File: config.mk
export PLATFORM = sky130hd
export DESIGN_NAME = fir_filter_offset_gain_divide
export DESIGN_NICKNAME = d
export VERILOG_FILES = /design/src/rtl/core/fofgd_pkg.sv /design/src/rtl/core/fofgd_ram.sv /design/src/rtl/core/fofgd_div.sv /design/src/rtl/core/fir_filter_offset_gain_divide.sv
export SDC_FILE = /design/constraint.sdc
export NUM_CORES = 2
export LEC_CHECK = 0
export ABC_AREA = 1
export ABC_CLOCK_PERIOD_IN_PS = 12450
export BUFFER_PORTS_ARGS = -buffer_cell sky130_fd_sc_hd__buf_2
export CAP_MARGIN = 20
export CORE_AREA = 2 2 248 250
export CTS_CLUSTER_SIZE = 40
export DETAILED_ROUTE_END_ITERATION = 16
export DIE_AREA = 0 0 250 252
export PLACE_DENSITY = 0.76
export SYNTH_ARGS = -nofsm -noshare
export SYNTH_HDL_FRONTEND = slang
export SYNTH_SLANG_ARGS = --single-unit
File: constraint.sdc
create_clock -name i_clk -period 12.45 [get_ports i_clk]
set_clock_uncertainty 0.05 [all_clocks]
set_input_delay 1.245 -clock i_clk [delete_from_list [all_inputs] [get_ports i_clk]]
set_output_delay 1.245 -clock i_clk [all_outputs]
set_load 0.03 [all_outputs]
File: src/rtl/core/fofgd_pkg.sv
// fofgd_pkg: shared widths, register map and coefficient table for the
// offset / fir / gain-divide filter. No dependencies.
package fofgd_pkg;

    localparam int X_W       = 17;  // offset-removed sample
    localparam int COEF_W    = 15;  // unsigned coefficient magnitude
    localparam int COEF_IW   = 6;   // coefficient slot index
    localparam int PROD_W    = 33;  // signed sample times signed coefficient
    localparam int ACC_W     = 40;  // accumulator, cannot overflow
    localparam int GAIN_W    = 31;
    localparam int DIV_CW    = 6;   // divider step counter

    localparam logic [GAIN_W-1:0] GAIN_RESET = GAIN_W'(262144);

    localparam logic REG_GAIN   = 1'b0;
    localparam logic REG_OFFSET = 1'b1;

    function automatic logic [COEF_W-1:0] coef(input logic [COEF_IW-1:0] k);
        logic [COEF_W-1:0] c;
        case (k)
            6'd0:    c = 15'd25615;
            6'd1:    c = 15'd26169;
            6'd2:    c = 15'd26569;
            6'd3:    c = 15'd26812;
            6'd4:    c = 15'd26893;
            6'd5:    c = 15'd26812;
            6'd6:    c = 15'd26569;
            6'd7:    c = 15'd26169;
            6'd8:    c = 15'd25615;
            6'd9:    c = 15'd24916;
            default: c = '0;
        endcase
        return c;
    endfunction

endpackage

File: src/rtl/core/fofgd_ram.sv
// fofgd_ram: generic simple dual-port ram, one write and one registered read
// per cycle. No dependencies.
module fofgd_ram #(
    parameter int WIDTH = 17,
    parameter int DEPTH = 9
) (
    input  logic                                    i_clk,
    input  logic                                    i_we,
    input  logic [(DEPTH > 1 ? $clog2(DEPTH) : 1)-1:0] i_waddr,
    input  logic [WIDTH-1:0]                        i_wdata,
    input  logic [(DEPTH > 1 ? $clog2(DEPTH) : 1)-1:0] i_raddr,
    output logic [WIDTH-1:0]                        o_rdata
);

    logic [WIDTH-1:0] r_mem [DEPTH];
    logic [WIDTH-1:0] r_rdata;

    always_ff @(posedge i_clk) begin
        if (i_we) begin
            r_mem[i_waddr] <= i_wdata;
        end
        r_rdata <= r_mem[i_raddr];
    end

    assign o_rdata = r_rdata;

endmodule

File: src/rtl/core/fofgd_div.sv
// fofgd_div: restoring serial divider, one quotient bit per cycle.
// Depends on fofgd_pkg for widths.
module fofgd_div
    import fofgd_pkg::*;
(
    input  logic              i_clk,
    input  logic              i_rst_n,
    input  logic              i_start,
    input  logic [ACC_W-1:0]  i_dividend,
    input  logic [GAIN_W-1:0] i_divisor,
    output logic              o_done,
    output logic [ACC_W-1:0]  o_quotient
);

    logic [GAIN_W:0]   r_rem;
    logic [ACC_W-1:0]  r_quo;
    logic [GAIN_W-1:0] r_div;
    logic [DIV_CW-1:0] r_cnt;
    logic              r_busy;
    logic              r_done;

    logic [GAIN_W:0]   shifted;
    logic [GAIN_W+1:0] diff;
    logic              ge;

    assign shifted = {r_rem[GAIN_W-1:0], r_quo[ACC_W-1]};
    assign diff    = {1'b0, shifted} - {2'b00, r_div};
    assign ge      = ~diff[GAIN_W+1];

    always_ff @(posedge i_clk) begin
        if (!i_rst_n) begin
            r_busy <= 1'b0;
            r_done <= 1'b0;
            r_cnt  <= '0;
        end else begin
            r_done <= !i_start && r_busy && (r_cnt == DIV_CW'(1));
            if (i_start) begin
                r_busy <= 1'b1;
                r_cnt  <= DIV_CW'(ACC_W);
                r_rem  <= '0;
                r_quo  <= i_dividend;
                r_div  <= i_divisor;
            end else if (r_busy) begin
                r_rem <= ge ? diff[GAIN_W:0] : shifted;
                r_quo <= {r_quo[ACC_W-2:0], ge};
                r_cnt <= r_cnt - 1'b1;
                if (r_cnt == DIV_CW'(1)) begin
                    r_busy <= 1'b0;
                end
            end
        end
    end

    assign o_done     = r_done;
    assign o_quotient = r_quo;

endmodule

File: src/rtl/core/fir_filter_offset_gain_divide.sv
// fir_filter_offset_gain_divide: offset removal, direct-form fir over a ram
// delay line with one shared multiplier, serial gain division, saturation.
// Depends on fofgd_pkg, fofgd_ram and fofgd_div.
//
//  channel  | handshake               | payload
//  ---------+-------------------------+------------------------------
//  input    | i_in_valid / o_in_stall | i_raw_sample, i_start_block
//  output   | o_out_valid/ i_out_stall| o_filtered, o_clipped
//  config   | apb psel/penable/pready | paddr, pwdata, prdata
//
// one sample takes its taps in turn through the shared multiplier, then the drain and post
// states; when a result is due, the serial divider runs (one quotient bit a cycle) and
// the quotient is handed to the output register. warm-up samples finish after the
// multiplier pass. the input is stalled while a sample is in work; the output
// register lets the next sample enter while a result waits, and a finished sample
// holds in its last cycle while that register is full and stalled.
// synchronous active-low reset restores the register defaults and clears the
// history valid bits.
module fir_filter_offset_gain_divide
    import fofgd_pkg::*;
#(
    parameter int TAPS       = 10,
    parameter int SKIP_COUNT = 10
) (
    input  logic               i_clk,
    input  logic               i_rst_n,
    input  logic               i_in_valid,
    output logic               o_in_stall,
    input  logic signed [15:0] i_raw_sample,
    input  logic               i_start_block,
    output logic               o_out_valid,
    input  logic               i_out_stall,
    output logic signed [15:0] o_filtered,
    output logic               o_clipped,
    input  logic               psel,
    input  logic               penable,
    input  logic               pwrite,
    input  logic [2:0]         paddr,
    input  logic [31:0]        pwdata,
    output logic [31:0]        prdata,
    output logic               pready
);

    localparam int HIST_LEN = TAPS - 1;
    localparam int PW       = (HIST_LEN > 1) ? $clog2(HIST_LEN) : 1;
    localparam int KW       = $clog2(TAPS);
    localparam int WW       = (SKIP_COUNT > 0) ? $clog2(SKIP_COUNT + 1) : 1;

    typedef enum logic [2:0] {
        S_IDLE, S_MAC, S_DRAIN1, S_DRAIN2, S_POST, S_DIV, S_OUT
    } t_state;

    t_state r_state, n_state;

    logic [GAIN_W-1:0]       r_gain;
    logic signed [15:0]      r_offset;
    logic [HIST_LEN-1:0]     r_hvalid;
    logic [PW-1:0]           r_head;
    logic [PW-1:0]           r_pos;
    logic [PW-1:0]           r_addr;
    logic [WW-1:0]           r_warm;
    logic [KW-1:0]           r_k;
    logic signed [X_W-1:0]   r_x;
    logic                    r_d_vld;
    logic                    r_d_isx;
    logic                    r_d_hv;
    logic [KW-1:0]           r_d_k;
    logic                    r_p_vld;
    logic signed [PROD_W-1:0] r_prod;
    logic signed [ACC_W-1:0] r_acc;
    logic                    r_neg;
    logic                    r_ovalid;
    logic signed [15:0]      r_filtered;
    logic                    r_clipped;

    logic                    in_xfer, out_free, cfg_wr, warm_done, div_start, div_done;
    logic [PW-1:0]           new_pos;
    logic [X_W-1:0]          ram_rdata;
    logic signed [X_W-1:0]   operand;
    logic signed [PROD_W-1:0] prod_c;
    logic [ACC_W-1:0]        acc_mag;
    logic [ACC_W-1:0]        quo;
    logic [GAIN_W-1:0]       divisor;
    logic                    sat;
    logic signed [15:0]      sat_val;

    assign in_xfer   = i_in_valid && (r_state == S_IDLE);
    assign o_in_stall = (r_state != S_IDLE);
    assign out_free  = !r_ovalid || !i_out_stall;
    assign cfg_wr    = psel && penable && pwrite && pready;
    assign pready    = 1'b1;
    assign prdata    = (paddr[2] == REG_OFFSET) ? {{16{r_offset[15]}}, r_offset}
                                                : {1'b0, r_gain};
    assign warm_done = !(r_warm < WW'(SKIP_COUNT));
    assign div_start = (r_state == S_POST) && warm_done;
    assign new_pos   = (r_pos == '0) ? PW'(HIST_LEN - 1) : r_pos - 1'b1;

    assign operand = r_d_isx ? r_x : (r_d_hv ? $signed(ram_rdata) : '0);
    assign prod_c  = PROD_W'(operand) * PROD_W'($signed({1'b0, coef(COEF_IW'(r_d_k))}));
    assign acc_mag = r_acc[ACC_W-1] ? ACC_W'(-r_acc) : ACC_W'(r_acc);
    assign divisor = (r_gain == '0) ? GAIN_W'(1) : r_gain;

    assign sat     = r_neg ? (quo > ACC_W'(32768)) : (quo > ACC_W'(32767));
    assign sat_val = sat ? (r_neg ? 16'sh8000 : 16'sh7fff)
                         : (r_neg ? $signed(-quo[15:0]) : $signed(quo[15:0]));

    fofgd_ram #(
        .WIDTH (X_W),
        .DEPTH (HIST_LEN)
    ) u_hist (
        .i_clk   (i_clk),
        .i_we    (r_state == S_DRAIN1),
        .i_waddr (new_pos),
        .i_wdata (r_x),
        .i_raddr (r_addr),
        .o_rdata (ram_rdata)
    );

    fofgd_div u_div (
        .i_clk      (i_clk),
        .i_rst_n    (i_rst_n),
        .i_start    (div_start),
        .i_dividend (acc_mag),
        .i_divisor  (divisor),
        .o_done     (div_done),
        .o_quotient (quo)
    );

    always_comb begin
        n_state = r_state;
        case (r_state)
            S_IDLE:   if (in_xfer) n_state = S_MAC;
            S_MAC:    if (r_k == KW'(TAPS - 1)) n_state = S_DRAIN1;
            S_DRAIN1: n_state = S_DRAIN2;
            S_DRAIN2: n_state = S_POST;
            S_POST:   n_state = warm_done ? S_DIV : S_IDLE;
            S_DIV:    if (div_done) n_state = S_OUT;
            S_OUT:    if (out_free) n_state = S_IDLE;
            default:  n_state = S_IDLE;
        endcase
    end

    always_ff @(posedge i_clk) begin
        if (!i_rst_n) begin
            r_state  <= S_IDLE;
            r_gain   <= GAIN_RESET;
            r_offset <= '0;
            r_hvalid <= '0;
            r_head   <= '0;
            r_warm   <= '0;
            r_ovalid <= 1'b0;
            r_d_vld  <= 1'b0;
            r_p_vld  <= 1'b0;
        end else begin
            r_state <= n_state;

            if (cfg_wr) begin
                if (paddr[2] == REG_GAIN) begin
                    r_gain <= pwdata[GAIN_W-1:0];
                end else begin
                    r_offset <= pwdata[15:0];
                end
            end

            // accept: offset removal and block restart
            if (in_xfer) begin
                r_x   <= $signed({i_raw_sample[15], i_raw_sample})
                       - $signed({r_offset[15], r_offset});
                r_k   <= '0;
                r_acc <= '0;
                if (i_start_block) begin
                    r_hvalid <= '0;
                    r_head   <= '0;
                    r_warm   <= '0;
                    r_pos    <= '0;
                    r_addr   <= '0;
                end else begin
                    r_pos  <= r_head;
                    r_addr <= r_head;
                end
            end

            // issue stage: tap 0 takes the new sample, the rest read the delay line
            r_d_vld <= (r_state == S_MAC);
            r_d_isx <= (r_k == '0);
            r_d_k   <= r_k;
            r_d_hv  <= r_hvalid[r_addr];
            if (r_state == S_MAC) begin
                r_k <= r_k + 1'b1;
                if (r_k != '0) begin
                    r_addr <= (r_addr == PW'(HIST_LEN - 1)) ? '0 : r_addr + 1'b1;
                end
            end

            // multiply and accumulate stages
            r_p_vld <= r_d_vld;
            r_prod  <= prod_c;
            if (r_p_vld) begin
                r_acc <= r_acc + {{(ACC_W-PROD_W){r_prod[PROD_W-1]}}, r_prod};
            end

            if (r_state == S_DRAIN1) begin
                r_hvalid[new_pos] <= 1'b1;
                r_head            <= new_pos;
            end

            if (r_state == S_POST) begin
                r_neg <= r_acc[ACC_W-1];
                if (!warm_done) begin
                    r_warm <= r_warm + 1'b1;
                end
            end

            if ((r_state == S_OUT) && out_free) begin
                r_ovalid   <= 1'b1;
                r_filtered <= sat_val;
                r_clipped  <= sat;
            end else if (r_ovalid && !i_out_stall) begin
                r_ovalid <= 1'b0;
            end
        end
    end

    assign o_out_valid = r_ovalid;
    assign o_filtered  = r_filtered;
    assign o_clipped   = r_clipped;

endmodule

==> metrics <==
outcome completed; Top FF cell, synth sky130_fd_sc_hd__edfxtp_1; cell count after synthesis between 4000 and 5000; area of the core 0.0601 mm^2; CTS clk-pin slew, worst paths around 60 ps; Worst R2R Path Depth 24; Distinct cells, synth 55; number of search-and-repair iterations in the first detailed-routing pass 6; post-synthesis area per instance 8.27 um^2; vias in the first global route around 28000; number of nets in the finished design around 4900; cell with the largest stage delay on the worst path sky130_fd_sc_hd__inv_1; per-cell via count in the routed design 5.56; hold wc startpoint r_d_vld; area of the mapped netlist 0.0360 mm^2; yosys synthesis warning count 0; clock tree from TritonCTS done; worst setup path class reg -> reg; hold crit path type reg -> reg; number of enable flip-flop cells after synthesis 381; R2R Setup Slk 4890 ps; placed cell area around 0.037 mm^2; Final period util 0.608; quantity of gates resized following cts 0; achievable frequency 132 MHz; x dimension of the die 250 um; number of buffers inserted to repair setup after CTS 0; antenna violations before repair 1; HPWL after detailed placement about 67000 um; Antenna Nets Post-Route 0; slew at the pin closest to its max-slew limit 1140 ps; CP endpoint kind flop; row cnt 90; max-cap check violation count 0; required arrival time at the worst endpoint 12750 ps; cells along the critical path inv_1 -> o21ai_1 -> inv_1 -> nand2_1 -> fa_1 -> inv_1 -> fa_1 -> inv_1 -> fa_1 -> inv_1 -> fa_1 -> fa_1 -> inv_1 -> fa_1 -> inv_1 -> ha_1 -> nand2_1 -> o21ai_0 -> a21oi_1 -> o21ai_0 -> a21oi_1 -> inv_1 -> nand2_1 -> nand2_1; global-route wire length before repair 147000 um; final instance area 0.0389 mm^2; Post-Synthesis Net Count 4854; drt initial violations 2477; number of DRC violations after detailed routing 0; Async S/R FF share, synth 0; count of final max-slew check failures 0; TritonCTS buffer count 51; height of the die 252 um; total routing resource utilization after global routing 0.293; H-tree depth reported by CTS 2; dominant delay contributor by cell family on the critical path adder cells; Crit Reg-Reg Endpoint r_prod[32]; part of the Yosys area used for sequential elements 0.378; Core Util, Final 0.647; endpoints failing hold 0; setup repair after global routing missed its margin false; normalized max-slew margin 0.235; startpoint of the lowest-slack register-to-register path r_d_isx; Data arrival, critical path 7870 ps; largest fanout on the critical path 25; CP peak stage delay 640 ps; leftover overflow at the end of global routing 0; GPL Wtd Cong 0.979; final setup vio count 0; latest clock arrival within the worst-skew pair 610 ps; layout overhead on the synthesized area 8.10%; # clock sinks 489; Post-Route WL 90600 um; setup TNS 0 ps; routed wire length per instance ~17 um; number of buffer and inverter instances along the worst setup path 8; Die Area between 0.06 and 0.07 mm^2; kind of launch point of the worst setup path flop; clk buf depth 3; # port buffers 106; # hold bufs at CTS 0; Initial Utilization 0.599; post-synthesis sequential element count 489; sink of the worst hold path r_p_vld; antenna cell count 0; count of boundary I/O pins 111; largest net degree at the start of global routing 86; worst hold path depth 2; Min Clock Period, post-route 7560 ps; fraction of layout instances using a drive strength above 1 0.0629; root buffer selected by CTS sky130_fd_sc_hd__clkbuf_16; most frequent CP cell sky130_fd_sc_hd__inv_1; via count 29100
[registers in the layout, indices dropped and copies added (netlist names), 3 cells and up, named ones only]
signal,count
r_addr,4
r_pos,4
r_k,4
u_div.o_quotient,40
u_div.r_cnt,6
r_x,17
r_hvalid,9
u_hist.r_mem,153
r_head,4
r_prod,33
o_filtered,16
r_warm,4
r_state,3
r_acc,40
r_offset,16
r_d_k,4
u_div.r_div,31
u_hist.o_rdata,17
r_gain,31
u_div.r_rem,31
[placed cells by master, fill, tap and decap left out, drive strengths merged, types with 9 or more instances in the layout]
cell    Yosys  final
o22ai      17     17
nand3     146    146
a31oi      19     19
xor2       66     66
a21oi     254    254
fa        241    241
nor3       21     21
or2         9      9
xnor2      34     34
nand4      42     42
nor4        9      9
edfxtp    381    381
ha        200    200
nor2      544    544
o21a        9      9
a221oi      9      9
buf        33    137
clkinv      9     21
o21bai     13     13
inv       771    773
nand2     963    963
clkbuf    101     72
dfxtp     108    108
o21ai     297    297
[cells by family after synthesis]
group                      count (synthesis)  synth area share
other                                      1          0.000104
AOI/OAI and AO/OA                        661             0.100
and+or+nand+nor                         1748             0.196
adders and majority gates                441             0.204
buffers and inverters                    914            0.0974
DFF                                      489             0.378
xor gates and xnor gates                 100            0.0243
[cell type report]
cell class | count | area [um^2]
Clock buffer | 72 | 1500
Clock inverter | 23 | 195
Fill cell | 5093 | 21200
Inverter | 780 | 2930
Multi-Input combinational cell | 2951 | 18900
Sequential cell | 489 | 13600
Tap cell | 782 | 978
Timing Repair Buffer | 137 | 773
[Yosys cell counts, drive strengths merged, types with 9 or more instances]
cell,number,area (um^2)
nand2,963,3650
inv,771,2890
nor2,544,2070
edfxtp,381,11400
o21ai,297,1500
a21oi,254,1280
fa,241,4820
ha,200,2500
nand3,146,741
dfxtp,108,2160
clkbuf,101,379
xor2,66,578
nand4,42,263
xnor2,34,298
buf,33,199
nor3,21,125
a31oi,19,119
o22ai,17,125
o21bai,13,97.6
a221oi,9,78.8
clkinv,9,33.8
nor4,9,56.3
o21a,9,67.6
or2,9,56.3
[metrics by stage]
| stage | cells | hold slack [ps] | worst slack, ps |
|---|---|---|---|
| 2_1_floorplan | 4354 | 340 | 5490 |
| 3_3_place_gp | 5138 | 350 | 4960 |
| 3_5_place_dp | 5138 | 354 | 4990 |
| 4_1_cts | 5233 | 369 | 4980 |
| 5_1_grt | 5234 | 391 | 4480 |
| 6_report | 5234 | 365 | 4890 |
[worst max path at each step]
| stage | startpoint | slack [ps] | endpoint | cells past startpoint |
|---|---|---|---|---|
| floorplan | i_rst_n | 5490 | u_div.o_quotient[0] | 2 |
| global placement | r_d_isx | 4960 | r_prod[32] | 24 |
| detailed placement | r_d_isx | 4990 | r_prod[32] | 24 |
| CTS | r_d_isx | 4980 | r_prod[32] | 24 |
| global route | r_d_isx | 4480 | r_prod[32] | 24 |
| finish | r_d_isx | 4890 | r_prod[32] | 24 |
[routing by layer]
layer  vias up  part of all wire  track usage
li1      14000                 -            -
met1     13800              0.42        0.393
met2      1112              0.47        0.496
met3       188             0.073       0.0398
met4         0             0.030       0.0915
met5         -                 0            0
[tightest hold or removal path, stage by stage, from the launching register on]
cell and delay (ps):
sky130_fd_sc_hd__dfxtp_1 310, sky130_fd_sc_hd__nand2_1 50, sky130_fd_sc_hd__inv_1 40
Power is not shown: default switching activity piles up to over one toggle a cycle in this logic, so the estimate is an artifact.
